===== config.mk =====
export PLATFORM = sky130hd
export DESIGN_NAME = kpd_match
export DESIGN_NICKNAME = d
export VERILOG_FILES = /design/src/rtl/kpd_pkg.sv /design/src/rtl/kpd_match.sv
export SDC_FILE = /design/constraint.sdc
export NUM_CORES = 1
export LEC_CHECK = 0
export BUFFER_PORTS_ARGS = -buffer_cell sky130_fd_sc_hd__buf_2
export CAP_MARGIN = 20
export CORE_AREA = 2 2 71 73
export DETAILED_ROUTE_END_ITERATION = 8
export DIE_AREA = 0 0 73 75
export PLACE_DENSITY = 0.87
export SYNTH_ARGS = -nofsm -noshare
export SYNTH_HDL_FRONTEND = slang
export SYNTH_SLANG_ARGS = --single-unit

===== constraint.sdc =====
create_clock -name clock -period 3.9 [get_ports clock]
set_input_delay 0.39 -clock clock [delete_from_list [all_inputs] [get_ports clock]]
set_output_delay 0.39 -clock clock [all_outputs]
set_load 0.02 [all_outputs]

===== src/rtl/kpd_pkg.sv =====
// package for the keypad code prefix dictionary
// shared widths, status codes, scan structs and keypad coding functions
// no dependencies
`timescale 1ns / 1ps

package kpd_pkg;

   localparam int DEFAULT_ENTRIES  = 64;
   localparam int DEFAULT_WORD_LEN = 19;

   localparam int MATCH_W  = 6;
   localparam int SYMBOL_W = 8;
   localparam int DIGIT_W  = 4;
   localparam int STATUS_W = 2;

   localparam logic CMD_LOAD  = 1'b0;
   localparam logic CMD_QUERY = 1'b1;

   // query digit code that no stored digit can equal
   localparam logic [DIGIT_W-1:0] DIGIT_NONE = 4'hf;
   localparam logic [SYMBOL_W-1:0] MAX_QUERY_DIGIT = 8'd9;

   typedef enum logic [STATUS_W-1:0] {
      STATUS_OK         = 2'd0,
      STATUS_FULL       = 2'd1,
      STATUS_WORD_LONG  = 2'd2,
      STATUS_QUERY_LONG = 2'd3
   } status_type;

   // read issued to the code memory, travels with the read data
   typedef struct packed {
      logic               valid;
      logic               last;
      logic [MATCH_W-1:0] entry;
   } scan_tag_type;

   // compare outcome for one entry
   typedef struct packed {
      logic               valid;
      logic               last;
      logic               hit;
      logic [MATCH_W-1:0] entry;
   } match_type;

   // lower-case letters to phone keypad digits, anything else 0
   function automatic logic [DIGIT_W-1:0] key_of(input logic [SYMBOL_W-1:0] ch);
      logic [DIGIT_W-1:0] key;
      key = '0;
      if (ch >= 8'h61 && ch <= 8'h63) key = 4'd2;
      if (ch >= 8'h64 && ch <= 8'h66) key = 4'd3;
      if (ch >= 8'h67 && ch <= 8'h69) key = 4'd4;
      if (ch >= 8'h6a && ch <= 8'h6c) key = 4'd5;
      if (ch >= 8'h6d && ch <= 8'h6f) key = 4'd6;
      if (ch >= 8'h70 && ch <= 8'h73) key = 4'd7;
      if (ch >= 8'h74 && ch <= 8'h76) key = 4'd8;
      if (ch >= 8'h77 && ch <= 8'h7a) key = 4'd9;
      return key;
   endfunction

   function automatic logic [DIGIT_W-1:0] query_digit(input logic [SYMBOL_W-1:0] sym);
      logic [DIGIT_W-1:0] digit;
      digit = (sym > MAX_QUERY_DIGIT) ? DIGIT_NONE : sym[DIGIT_W-1:0];
      return digit;
   endfunction

endpackage


===== src/rtl/kpd_match.sv =====
// prefix compare stage: checks one stored row against the query digits
// registers the outcome with its entry tag; uses kpd_pkg
`timescale 1ns / 1ps

module kpd_match #(
   parameter int WORD_LEN = kpd_pkg::DEFAULT_WORD_LEN,
   localparam int LEN_W   = $clog2(WORD_LEN + 1)
) (
   input  logic                                       clock,
   input  logic                                       reset,
   input  kpd_pkg::scan_tag_type                      tag,
   input  logic [WORD_LEN-1:0][kpd_pkg::DIGIT_W-1:0]  row_digits,
   input  logic [LEN_W-1:0]                           row_len,
   input  logic [WORD_LEN-1:0][kpd_pkg::DIGIT_W-1:0]  query_digits,
   input  logic [LEN_W-1:0]                           query_len,
   output kpd_pkg::match_type                         match
);
   import kpd_pkg::*;

   logic      digits_equal;
   logic      hit;
   match_type match_ff;
   match_type match_in;

   // only positions below the query length take part
   always_comb begin
      digits_equal = 1'b1;
      for (int i = 0; i < WORD_LEN; i++) begin
         if (LEN_W'(i) < query_len && row_digits[i] != query_digits[i]) begin
            digits_equal = 1'b0;
         end
      end
   end

   assign hit = (row_len >= query_len) && digits_equal;

   always_comb begin
      match_in.valid = tag.valid;
      match_in.last  = tag.last;
      match_in.hit   = tag.valid && hit;
      match_in.entry = tag.entry;
   end

   always_ff @(posedge clock) begin
      if (reset) begin
         match_ff <= '0;
      end else begin
         match_ff <= match_in;
      end
   end

   assign match = match_ff;

endmodule


; Word level (Yosys, flattened, before mapping)
; Cells that the tools add are included.
; W data, S select, Z words.
[word_totals]
output_inout_bits = 9
reg_bits = 9
inputBits = 172
[op_classes]
eq_ne = 19
n_reduce_logical = 21
mux = 19
magnitude_cmp = 20
[ops]
columns = op, count
row1 = $ne A4 B4 Y1, 19
row2 = $lt A4 B5 Y1 const A, 8
row3 = $logic_and A1 B1 Y1, 21
row4 = $lt A3 B5 Y1 const A, 4
row5 = $mux W1, 19
row6 = $lt A5 B5 Y1 const A, 3
row7 = $lt A1 B5 Y1 const A, 2
row8 = $lt A2 B5 Y1 const A, 2
row9 = $ge A5 B5 Y1, 1

; Logic depth before layout (Yosys ltp)
; Gate-level depths: netlist (run 1).
[logic_depth]
ltp_word = 23
depth_mapped = 8
depth_no_buf = 8

; Worst setup path after synthesis (run 1)
; OpenSTA, ideal clock, no wires.
[synth_path]
kind = input to register
start = input port query_len[3]
end = register match_ff (netlist bit match[6])
setup_slack_ps = 1946
required_time_ps = 3812
t_arrival_ps = 1867
n_path_buf = 1
cell_stages = 7
cell_sequence = buf_6 or2_4 or4_4 a211oi_2 o21ai_1 a211o_1 nor4_2
[synth_between]
elab_chain_cells = 23
[synth_lines]
columns = element, line_no
row1 = start: declaration, kpd_match.sv:15  ; input logic [LEN_W-1:0] query_len,
row2 = $lt A1 B5 Y1, kpd_match.sv:29  ; if (LEN_W'(i) < query_len && row_digits[i] != query_digits[i]) begin
row3 = $logic_and A1 B1 Y1, kpd_match.sv:29
row4 = $mux W1 (19 in a row), kpd_match.sv:29
row5 = $logic_and A1 B1 Y1 (*), kpd_match.sv:35  ; assign hit = (row_len >= query_len) && digits_equal;
row6 = $logic_and A1 B1 Y1 (*), kpd_match.sv:40  ; match_in.hit = tag.valid && hit;
row7 = end signal: assignment, kpd_match.sv:48  ; match_ff <= match_in;
row8 = end: declaration, kpd_match.sv:22  ; match_type match_ff;
; Every way passes the cells marked *; elsewhere a longest branch is shown, timed or not.
; A chain may end at the register's enable or synchronous reset.

; Worst setup path after layout (run 1)
[layout_path]
start = input port query_len[2]
end = register match_ff (netlist bit match[6])
; Same word-level chain as after synthesis.

==> results of run 1 <==
==> layout by cell type, fill, tap and decap left out, types with 2 or more instances in the layout <==
| cell | n |
|---|---|
| sky130_fd_sc_hd__a21o_1 | 3 |
| sky130_fd_sc_hd__a21oi_1 | 6 |
| sky130_fd_sc_hd__a31oi_1 | 2 |
| sky130_fd_sc_hd__a41oi_1 | 7 |
| sky130_fd_sc_hd__buf_2 | 180 |
| sky130_fd_sc_hd__clkbuf_8 | 3 |
| sky130_fd_sc_hd__dfxtp_1 | 9 |
| sky130_fd_sc_hd__ha_1 | 5 |
| sky130_fd_sc_hd__inv_1 | 6 |
| sky130_fd_sc_hd__nand4_1 | 13 |
| sky130_fd_sc_hd__nor2b_1 | 7 |
| sky130_fd_sc_hd__nor4_1 | 3 |
| sky130_fd_sc_hd__o21ai_0 | 2 |
| sky130_fd_sc_hd__o21ai_1 | 3 |
| sky130_fd_sc_hd__o41ai_1 | 2 |
| sky130_fd_sc_hd__xnor2_1 | 68 |
| sky130_fd_sc_hd__xor2_1 | 8 |
==> critical path: stages <==
cell and delay (ns):
sky130_fd_sc_hd__buf_2 0.20, sky130_fd_sc_hd__inv_1 0.11, sky130_fd_sc_hd__or4_4 0.55, sky130_fd_sc_hd__a211oi_2 0.28, sky130_fd_sc_hd__o21ai_1 0.10, sky130_fd_sc_hd__a211o_1 0.31
sky130_fd_sc_hd__nor4_2 0.15
==> worst paths after layout <==
| path | depth (start not counted) | slack (ns) | endpoint |
|---|---|---|---|
| max | 7 | 1.94 | match[6] |
| min | 2 | 0.37 | match[1] |
==> stage by stage <==
step | cell area (sq um) | instances | power [mW] | setup slack (ns) | util [%]
floorplan | 1420 | 163 | 0.211 | 1.95 | -
global placement | 2340 | 393 | 0.322 | 1.85 | 50.3
detailed placement | 2340 | 393 | 0.328 | 1.73 | 50.3
CTS | 2390 | 397 | 0.436 | 1.96 | 51.2
global route | 2390 | 397 | 0.462 | 1.80 | 51.2
finish | 2390 | 397 | 0.430 | 1.94 | 51.2
==> area by class of cell <==
class	instances	share of cell area, %
Timing Repair Buffer	180	37.7
Clock buffer	4	1.89
Tap cell	54	2.83
Multi-Input combinational cell	144	49.1
Sequential cell	9	7.55
Inverter	6	0.943
==> metal layers <==
layer  wire (um)  vias to the layer above  share of wire [%]  global-route usage (%)
met4          13                        0               0.26                    3.50
li1            -                      946                  -                       -
met2        2810                      100                 57                    37.3
met1        1770                      811                 36                    16.2
met3         360                        2                7.3                    1.61
met5           0                        -                  0                       0
==> where the power goes <==
| group | switching [mW] | internal, mW | total (mW) |
|---|---|---|---|
| clock | 0.0352 | 0.0711 | 0.106 |
| sequential | 0.000930 | 0.0967 | 0.0976 |
| combinational | 0.0952 | 0.131 | 0.226 |
| total | 0.131 | 0.299 | 0.430 |
==> logic make-up after synthesis <==
logic type               synth area share (%)
XOR/XNOR                                 47.0
AO/OA/AOI/OAI                            16.4
adder cells (fa/ha/maj)                  4.42
AND/OR/NAND/NOR                          14.9
buffers and inverters                    4.51
flip-flops                               12.7
==> summary by stage, run 1 <==
CTS
Clock tree synthesis selected as its root buffer the cell sky130_fd_sc_hd__clkbuf_8. In this run the deepest clock path goes through 2 buffers. The number of buffers created by CTS is 3. After clock tree synthesis, the flow added hold-fix buffers numbering 0. The H-tree depth is 1. The total of cells resized after clock tree synthesis is 0. The post-CTS setup repair buffer count is 0.

TritonCTS built the clock tree. Clock tree synthesis found a total of 9 sinks. The clock input transition at the sequential cells of the worst setup and hold paths is 0.05 ns.

Die
The full die area is 5480 sq um. The placement row count is 25. Measured along the y axis, the die boundary spans 75 um. The overall die width is 73 um. In this run the count of I/O pins placed on the die edge is 181.

The initial core utilization is 30.4%. The core region is 4660 sq um.

Place
The number of buffer cells added on primary ports is 180. The routability congestion estimate from global placement is 0.777. The placed wire-length estimate is 4610 um.

Synth
The number of instances in the synthesized netlist is 163. Among all cell types in the netlist, the one instantiated most often is sky130_fd_sc_hd__xnor2_1. In this run the biggest area consumer among cell types represents 42.1% of the synthesized area. Sorting the synthesized cells by how often they occur yields sky130_fd_sc_hd__xnor2_1 (68), sky130_fd_sc_hd__nand4_1 (13), sky130_fd_sc_hd__dfxtp_1 (9), sky130_fd_sc_hd__xor2_1 (8). The share of synthesized flip-flops with an asynchronous set or reset is 0%.

After synthesis the netlist holds a flip-flop and latch count of 9. The warning count from the yosys run is 0. The number of nets handed over by synthesis was 340.

For this run, the leading register cell type out of synthesis is sky130_fd_sc_hd__dfxtp_1. Of the synthesized area, sequential elements account for 12.7%. The cell type contributing the most total cell area after synthesis is sky130_fd_sc_hd__xnor2_1. The netlist area before placement is 1420 sq um.

The post-synthesis average cell area is 8.68 sq um. Counting distinct cell types in the post-synthesis netlist gives 32. Yosys mapped a number of flops with a built-in enable equal to 0.

After synthesis, the cell types taking the most area are sky130_fd_sc_hd__xnor2_1 (42%), sky130_fd_sc_hd__dfxtp_1 (13%), sky130_fd_sc_hd__nand4_1 (5.7%), sky130_fd_sc_hd__xor2_1 (5.0%), sky130_fd_sc_hd__ha_1 (4.4%).

Worst hold path
In this run the most critical hold path is launched from tag[1]. The worst hold path belongs to the class in2reg.

Pwr
Across the VDD grid, the largest voltage drop is 0.000101 V. The power density normalized to cell area is 180 nW/um^2. For this design the static power due to leakage is 1.16 nW.

Route
The number of detailed-routing iterations run before antenna repair is 4. After detailed routing, the number of remaining DRC violations is 0. The total wirelength of the detailed-routed design is 4950 um. The violation count after the first detailed-routing iteration is 59. The detailed-route via count is 1859. The per-cell via count in the routed design is 4.68. The final routed wire length divided by cell count is 12.5 um. The number of nets still failing antenna checks after routing is 0.

STA
The number of max-slew violations in the final report is 0. The count of endpoints failing hold in the final timing report was 0. The actual slew at the worst max-slew pin is 0.427 ns. Static timing analysis puts the maximum clock frequency at 510 MHz. In the finished design, the share of the clock period the worst path needs comes to 50.3%.

Setup repair after global routing left no endpoint under its margin. The clock period minus final worst setup slack is 1.96 ns. The count of endpoints failing setup in the final report is 0.

The tightest hold path in the finished design has a slack of 0.373 ns. The total negative setup slack is 0 ns. The worst slew margin relative to its limit is 71.2%.

Layout
The number of flip-flops in the largest register is 9. Across the whole layout, storage elements account for 180 sq um. Relative to the synthesized area, the layout overhead comes to 68.7%. Summing all multi-input logic gate instances after layout gives 1170 sq um. The total of fill cells in the finished design is 436.

The ratio of cells with drive above 1 in the final layout is 55.1%. 0 antenna diodes ended up in the layout. The number of nets in the layout is 521.

Global route
Entering global routing, the biggest net connects 16 pins. The first global-routing pass estimated 7330 um of wire. The number of antenna violations at the first check in global routing is 0.

In the global route stage, overall resource usage came out at 16.8%. The via count of the first global-routing pass is 1887. Summed over all layers, the global routing overflow is 0.

Critical path
The category of the most critical setup path is in2reg. STA classifies the critical path startpoint as a primary input. The critical-path maximum fanout is 12.

For the worst setup path, the data arrival time is 2.09 ns. The endpoint required time on the critical path is 4.03 ns. The type of destination of the critical path is a flip-flop. The startpoint of the most critical setup path is query_len[2].

Outcome
The flow ran to the end, and the final reports show no timing, DRC or antenna violations.

Run
The max-cap violation count is 0.
Power figures use the tool's default switching activity.
==> run 2, diff against run 1 <==
CORE_AREA = default   (was 2 2 71 73)
CORE_MARGIN = 2   (was default)
CORE_UTILIZATION = 29   (was default)
DIE_AREA = default   (was 0 0 73 75)
clock period = 1.8 ns   (was 3.9 ns; I/O delays follow)
==> run 2 against run 1 <==
  * Clock power is 130% higher
  * Sequential power up 120%
  * Via count is 0.59% lower
  * Global-route usage shrank 0.43 points
==> summary by stage, run 2 (synthesis results as in run 1) <==
Global route
The number of antenna violations at the first check in global routing came to 0 (unchanged). The global route total overflow is 0 (unchanged). The maximum number of pins on one net before global-route repair came to 15 (-1). The wire length of the first global-routing pass is 7150 um (-2.4%).

The global-route usage over all layers is 16.4% (-0.43 points). The via count of the first global-routing pass is 1811 (-4.0%).

CTS
The post-CTS setup repair buffer count came to 0 (unchanged). The clock input transition at the sequential cells of the worst setup and hold paths came to 0.05 ns (about the same). The TritonCTS clock tree is yes.

The number of buffers created by CTS is 3 (unchanged). The cell sitting at the root of the clock tree is a sky130_fd_sc_hd__clkbuf_8. The total of cells resized after clock tree synthesis is 0 (unchanged). The buffer levels on the longest clock path is 2 (unchanged). The clock net sink count is 9 (unchanged). The H-tree depth was 1 (unchanged).

The total of hold buffers inserted after clock tree synthesis is 0 (unchanged).

STA
The worst slew margin relative to its limit came to 70.0% (-1.2 points). The actual slew at the worst max-slew pin is 0.444 ns (+0.0173 ns). The share of the cycle needed by the critical path after routing is 92.1%. The number of max-slew violations in the final report came to 0 (unchanged). Based on the critical path, the design can be clocked at up to 604 MHz.

The count of endpoints failing setup in the final report is 0 (unchanged). The worst hold-check slack is 0.148 ns (-0.225 ns). Setup repair after global routing left no endpoint under its margin. The count of endpoints failing hold in the final timing report was 0 (unchanged).

The clock period minus final worst setup slack is 1.66 ns.

Critical path
The worst setup path is captured at a flip-flop. In this run the worst setup path begins at query_len[4]. The worst path arrival time is 1.80 ns (-0.29 ns). The critical-path maximum fanout came to 2 (-10). The endpoint required time on the critical path is 1.94 ns (-2.09 ns). The category of the most critical setup path is in2reg. The worst setup path is launched from a primary input.

The critical path ends at match[6].

Layout
The library cell used most frequently in the layout, excluding fill and tap cells, is sky130_fd_sc_hd__buf_2. The synthesis-to-finish area growth is 73.0%. The ratio of cells with drive above 1 in the final layout is 55.9% (+0.77 points). The number of antenna cells inserted is 0 (unchanged). The number of flip-flops in the largest register came to 9 (unchanged). The number of nets in the layout is 527 (+1.2%).

The number of cells in the finished layout apart from fillers is 416 (+4.8%). The final cell utilization of the core is 51.8% (+0.62 points). The top cell types in the final layout, fill and taps aside, are sky130_fd_sc_hd__buf_2 (180), sky130_fd_sc_hd__xnor2_1 (68), sky130_fd_sc_hd__nand4_1 (13).

Die
The overall die width is 73.9 um (+1.2%). The placement row count is 25 (unchanged). The full die area came to 5450 sq um (-0.37%). The vertical die dimension is 73.9 um (-1.5%). The boundary pin count is 181 (unchanged).

The initial core utilization is 30.0% (-0.40 points). The core footprint is 4720 sq um (+1.3%).

Route
The number of remaining DRC errors is 0 (unchanged). The number of detailed-routing iterations run before antenna repair is 4 (unchanged). The number of nets still failing antenna checks after routing is 0 (unchanged). The final routed wire length divided by cell count came to 11.6 um (-7.3%). The detailed-route via count is 1848 (-0.59%). The total wirelength of the detailed-routed design came to 4810 um (-2.8%).

The per-cell via count in the routed design came to 4.44 (-5.1%). The violation count after the first detailed-routing iteration is 41 (-31%).

Worst hold path
The type of the most critical hold path is in2reg. The count of cells along the worst hold path is 2 (unchanged).

Outcome
The run finished with clean final reports.

Run
The max-cap violation count is 0 (unchanged).

Pwr
The leakage power came to 1.19 nW (+2.5%). The power density normalized to cell area is 387 nW/um^2 (+110%). The maximum vdd drop is 0.000150 V (+48%).

Place
The number of buffer cells added on primary ports is 180 (unchanged). The routability congestion estimate from global placement is 0.750 (-3.4%). The total placed cells including tap cells is 412 (+4.8%). The placed wire-length estimate is 4420 um (-4.1%).
[run 2: cell types whose count changed in the layout (fill, tap and decap cells not counted), sizes merged]
cell / change
buf: +6
[run 2: power breakdown]
part / switching [mW] / internal [mW]
Combinational: 0.204 / 0.292
Sequential: 0.00188 / 0.209
Clock: 0.0843 / 0.155
[run 2: per-stage QoR]
step | power [mW] | area (sq um) | TNS (ns) | setup WS [ns]
after global routing | 1.01 | 2450 | 0 | 0.0347
final | 0.947 | 2450 | 0 | 0.143
after detailed placement | 0.718 | 2400 | -0.118 | -0.118
after global placement | 0.705 | 2400 | 0 | 0.0191
after floorplan | 0.456 | 1420 | 0 | 0.0555
after CTS | 0.958 | 2450 | 0 | 0.118
[run 2: worst min-delay path by stage]
stage               startpoint        to  slack (ns)
floorplan                reset  match[0]        0.25
global placement        tag[1]  match[1]        0.39
detailed placement      tag[0]  match[0]        0.39
CTS                     tag[0]  match[0]        0.15
global route            tag[6]  match[7]        0.16
finish                  tag[0]  match[0]        0.15
[run 2: cell type report]
cell class	count	area, sq um
fillers	431	2270
multi-input cells	144	1170
repair buffers	186	946
flip-flops and latches	9	180
well taps	67	83.8
clock buffers	4	45.0
inverters	6	22.5
[run 2: worst max-delay path, cell delays in order]
cell                       delay, ns
sky130_fd_sc_hd__buf_2          0.11
sky130_fd_sc_hd__or2_4          0.24
sky130_fd_sc_hd__or4_4          0.42
sky130_fd_sc_hd__a211oi_2       0.29
sky130_fd_sc_hd__o21ai_1        0.11
sky130_fd_sc_hd__a211o_1        0.31
sky130_fd_sc_hd__nor4_2         0.14
[run 2: metal layers]
metal,vias to the layer above,global-route usage [%],routed length [um]
met5,-,0,0
met3,6,1.65,384
met4,0,4.04,40
met1,779,17.1,1790
li1,959,-,-
met2,104,33.9,2600
==> run 3, diff against run 2 <==
--- a/config.mk
+++ b/config.mk
@@ -12,2 +12,3 @@
 export DETAILED_ROUTE_END_ITERATION = 8
+export MAX_ROUTING_LAYER = met4
 export PLACE_DENSITY = 0.87
==> constraint.sdc (replaced) <==
create_clock -name clock -period 1.8 [get_ports clock]
set_input_delay 0 -clock clock [delete_from_list [all_inputs] [get_ports clock]]
set_output_delay 0 -clock clock [all_outputs]
set_load 0.02 [all_outputs]
==> run 3 against run 2 <==
  * Final cell count grew 0.48%
  * Via count up 2.1%
  * Worst hold slack got worse by 0.14 ns
  * Final area is 1.2% higher
  * Clock power shrank 5%
  * Core utilization up 0.64 points
  * Largest power group unchanged
==> summary by stage, run 3 (synthesis results as in run 1) <==
Critical path
In this run the worst setup path terminates at match[6]. The setup path with the least slack is of type in2reg. The critical-path maximum fanout is 9 (+7). The peak per-stage delay on the critical path is 0.43 ns (about the same). The critical path starts at query_len[3]. The worst setup path is captured at a flip-flop.

STA classifies the critical path startpoint as a primary input. The library cell contributing the largest single delay on the critical path is sky130_fd_sc_hd__or4_4. The worst path arrival time is 1.64 ns (-0.16 ns). The endpoint required time on the critical path is 1.93 ns (about the same). Walking the worst path, the cells encountered are buf_2 -> or2_4 -> or4_4 -> a211oi_2 -> o21ai_1 -> a211o_1 -> nor4_2.

Place
The total placed cells including tap cells is 408 (-0.97%). The placed wire-length estimate is 4440 um (+0.45%). The routability congestion estimate from global placement is 0.771 (+2.7%). The placement-stage cell area was 2370 sq um (-1.2%). The number of buffer cells added on primary ports is 180 (unchanged).

Global route
The global route total overflow is 0 (unchanged). The global-route usage over all layers is 16.9% (+0.48 points). The via count of the first global-routing pass came to 1852 (+2.3%). The maximum number of pins on one net before global-route repair came to 15 (unchanged). The wire length of the first global-routing pass is 7130 um (-0.20%). The number of antenna violations at the first check in global routing came to 0 (unchanged).

CTS
The H-tree depth is 1 (unchanged). The buffer levels on the longest clock path is 2 (unchanged). The number of buffers created by CTS is 3 (unchanged).

The post-CTS setup repair buffer count is 0 (unchanged). The clock net sink count is 9 (unchanged). TritonCTS built the clock tree. The clock input transition at the sequential cells of the worst setup and hold paths was 0.04 ns (about the same). The root cell of the clock tree is sky130_fd_sc_hd__clkbuf_8. The total of cells resized after clock tree synthesis came to 0 (unchanged).

Route
The per-cell via count in the routed design is 4.51 (+1.6%). The final routed wire length divided by cell count is 11.7 um (+1.2%). The total wirelength of the detailed-routed design is 4890 um (+1.7%).

The detailed-route via count is 1886 (+2.1%). The violation count after the first detailed-routing iteration is 39 (-4.9%). The number of remaining DRC errors was 0 (unchanged). The number of nets still failing antenna checks after routing came to 0 (unchanged). The number of detailed-routing iterations run before antenna repair was 4 (unchanged).

Layout
The total of fill cells in the finished design is 439 (+1.9%). The final cell utilization of the core is 52.5% (+0.64 points). Leaving out fill and tap cells, the most frequent cell in the layout is sky130_fd_sc_hd__buf_2. The number of flip-flops in the largest register is 9 (unchanged). The library cells used most frequently in the layout, excluding fill and tap cells, are sky130_fd_sc_hd__buf_2 (180), sky130_fd_sc_hd__xnor2_1 (68), sky130_fd_sc_hd__nand4_1 (13).

Relative to the synthesized area, the layout overhead comes to 75.2%. The ratio of cells with drive above 1 in the final layout came to 54.4% (-1.5 points). The number of cells in the finished layout apart from fillers is 418 (+0.48%). The final design area excluding fillers is 2480 sq um (+1.2%). The number of antenna cells inserted is 0 (unchanged). The number of nets in the layout is 529 (+0.38%).

Pwr
The maximum vdd drop came to 0.000252 V (+69%). The power density normalized to cell area came to 380 nW/um^2 (-1.8%). The leakage power is 1.19 nW (+0.52%).

Die
The overall die width was 73.9 um (unchanged). The full die area is 5450 sq um (unchanged). The boundary pin count is 181 (unchanged). The vertical die dimension is 73.9 um (unchanged). The placement row count was 25 (unchanged). The initial core utilization is 30.0% (unchanged). The core footprint is 4720 sq um (unchanged).

STA
The clock period minus final worst setup slack is 1.51 ns (-0.152 ns). The share of the cycle needed by the critical path after routing is 83.6% (-8.4 points). The count of endpoints failing setup in the final report is 0 (unchanged). The total negative setup slack came to 0 ns (unchanged).

The actual slew at the worst max-slew pin is 0.425 ns (-0.0189 ns). The count of endpoints failing hold in the final timing report is 0 (unchanged). Setup repair after global routing left no endpoint under its margin. The worst slew margin relative to its limit is 71.3% (+1.3 points). The number of max-slew violations in the final report is 0 (unchanged). The maximum clock frequency is 664 MHz (+10%).

Worst hold path
The worst hold path belongs to the class in2reg.

Run
The max-cap violation count is 0 (unchanged).

Outcome
The flow ran to the end, and the final reports show no timing, DRC or antenna violations.
==> run 3: area by class of cell <==
type                       count  area (sq um)  share of cell area, %
multi-input combinational    144          1170                   47.2
sequential                     9           180                   7.27
tap                           67          83.8                   3.38
clock buffer                   4          45.0                   1.82
timing repair buffer         188           976                   39.4
inverter                       6          22.5                  0.909
==> run 3: power by group <==
| part | internal [mW] | switching, mW | leakage [nW] |
|---|---|---|---|
| Clock | 0.154 | 0.0723 | 0.0228 |
| Sequential | 0.210 | 0.00222 | 0.0747 |
| Combinational | 0.295 | 0.208 | 1.10 |
==> run 3: worst max-delay path, delay by kind of cell <==
family          cells  cell delay, ns
buf+inv             1            0.16
simple gates        3            0.81
compound gates      3            0.67
==> run 3: stage by stage <==
step	setup WS [ns]	total power [mW]	hold slack (ns)
after detailed placement	0.0516	0.712	0.215
after global placement	0.146	0.698	0.208
after CTS	0.281	0.954	0.0142
final	0.295	0.941	0.0112
after floorplan	0.236	0.456	0.0716
after global routing	0.177	1.01	0.0187
==> run 3: worst min-delay path by stage <==
| stage | start | endpoint | cells past startpoint |
|---|---|---|---|
| after floorplan | reset | match[0] | 1 |
| after global placement | tag[3] | match[3] | 2 |
| after detailed placement | tag[6] | match[7] | 2 |
| after CTS | tag[3] | match[3] | 2 |
| after global routing | tag[3] | match[3] | 2 |
| final | tag[3] | match[3] | 2 |
==> run 3: repair_timing <==
action | in CTS | in global routing
hold endpoints to repair | 6 | 0
endpoints found under the setup margin | 0 | 0
hold buffers | 6 | 0
==> run 3: metal layers <==
metal,vias to the layer above,GRT usage (%),share of wire (%)
li1,964,-,-
met1,808,16.5,36
met2,108,35.0,55
met3,6,1.78,7.8
met4,0,3.23,0.92
met5,-,-,0
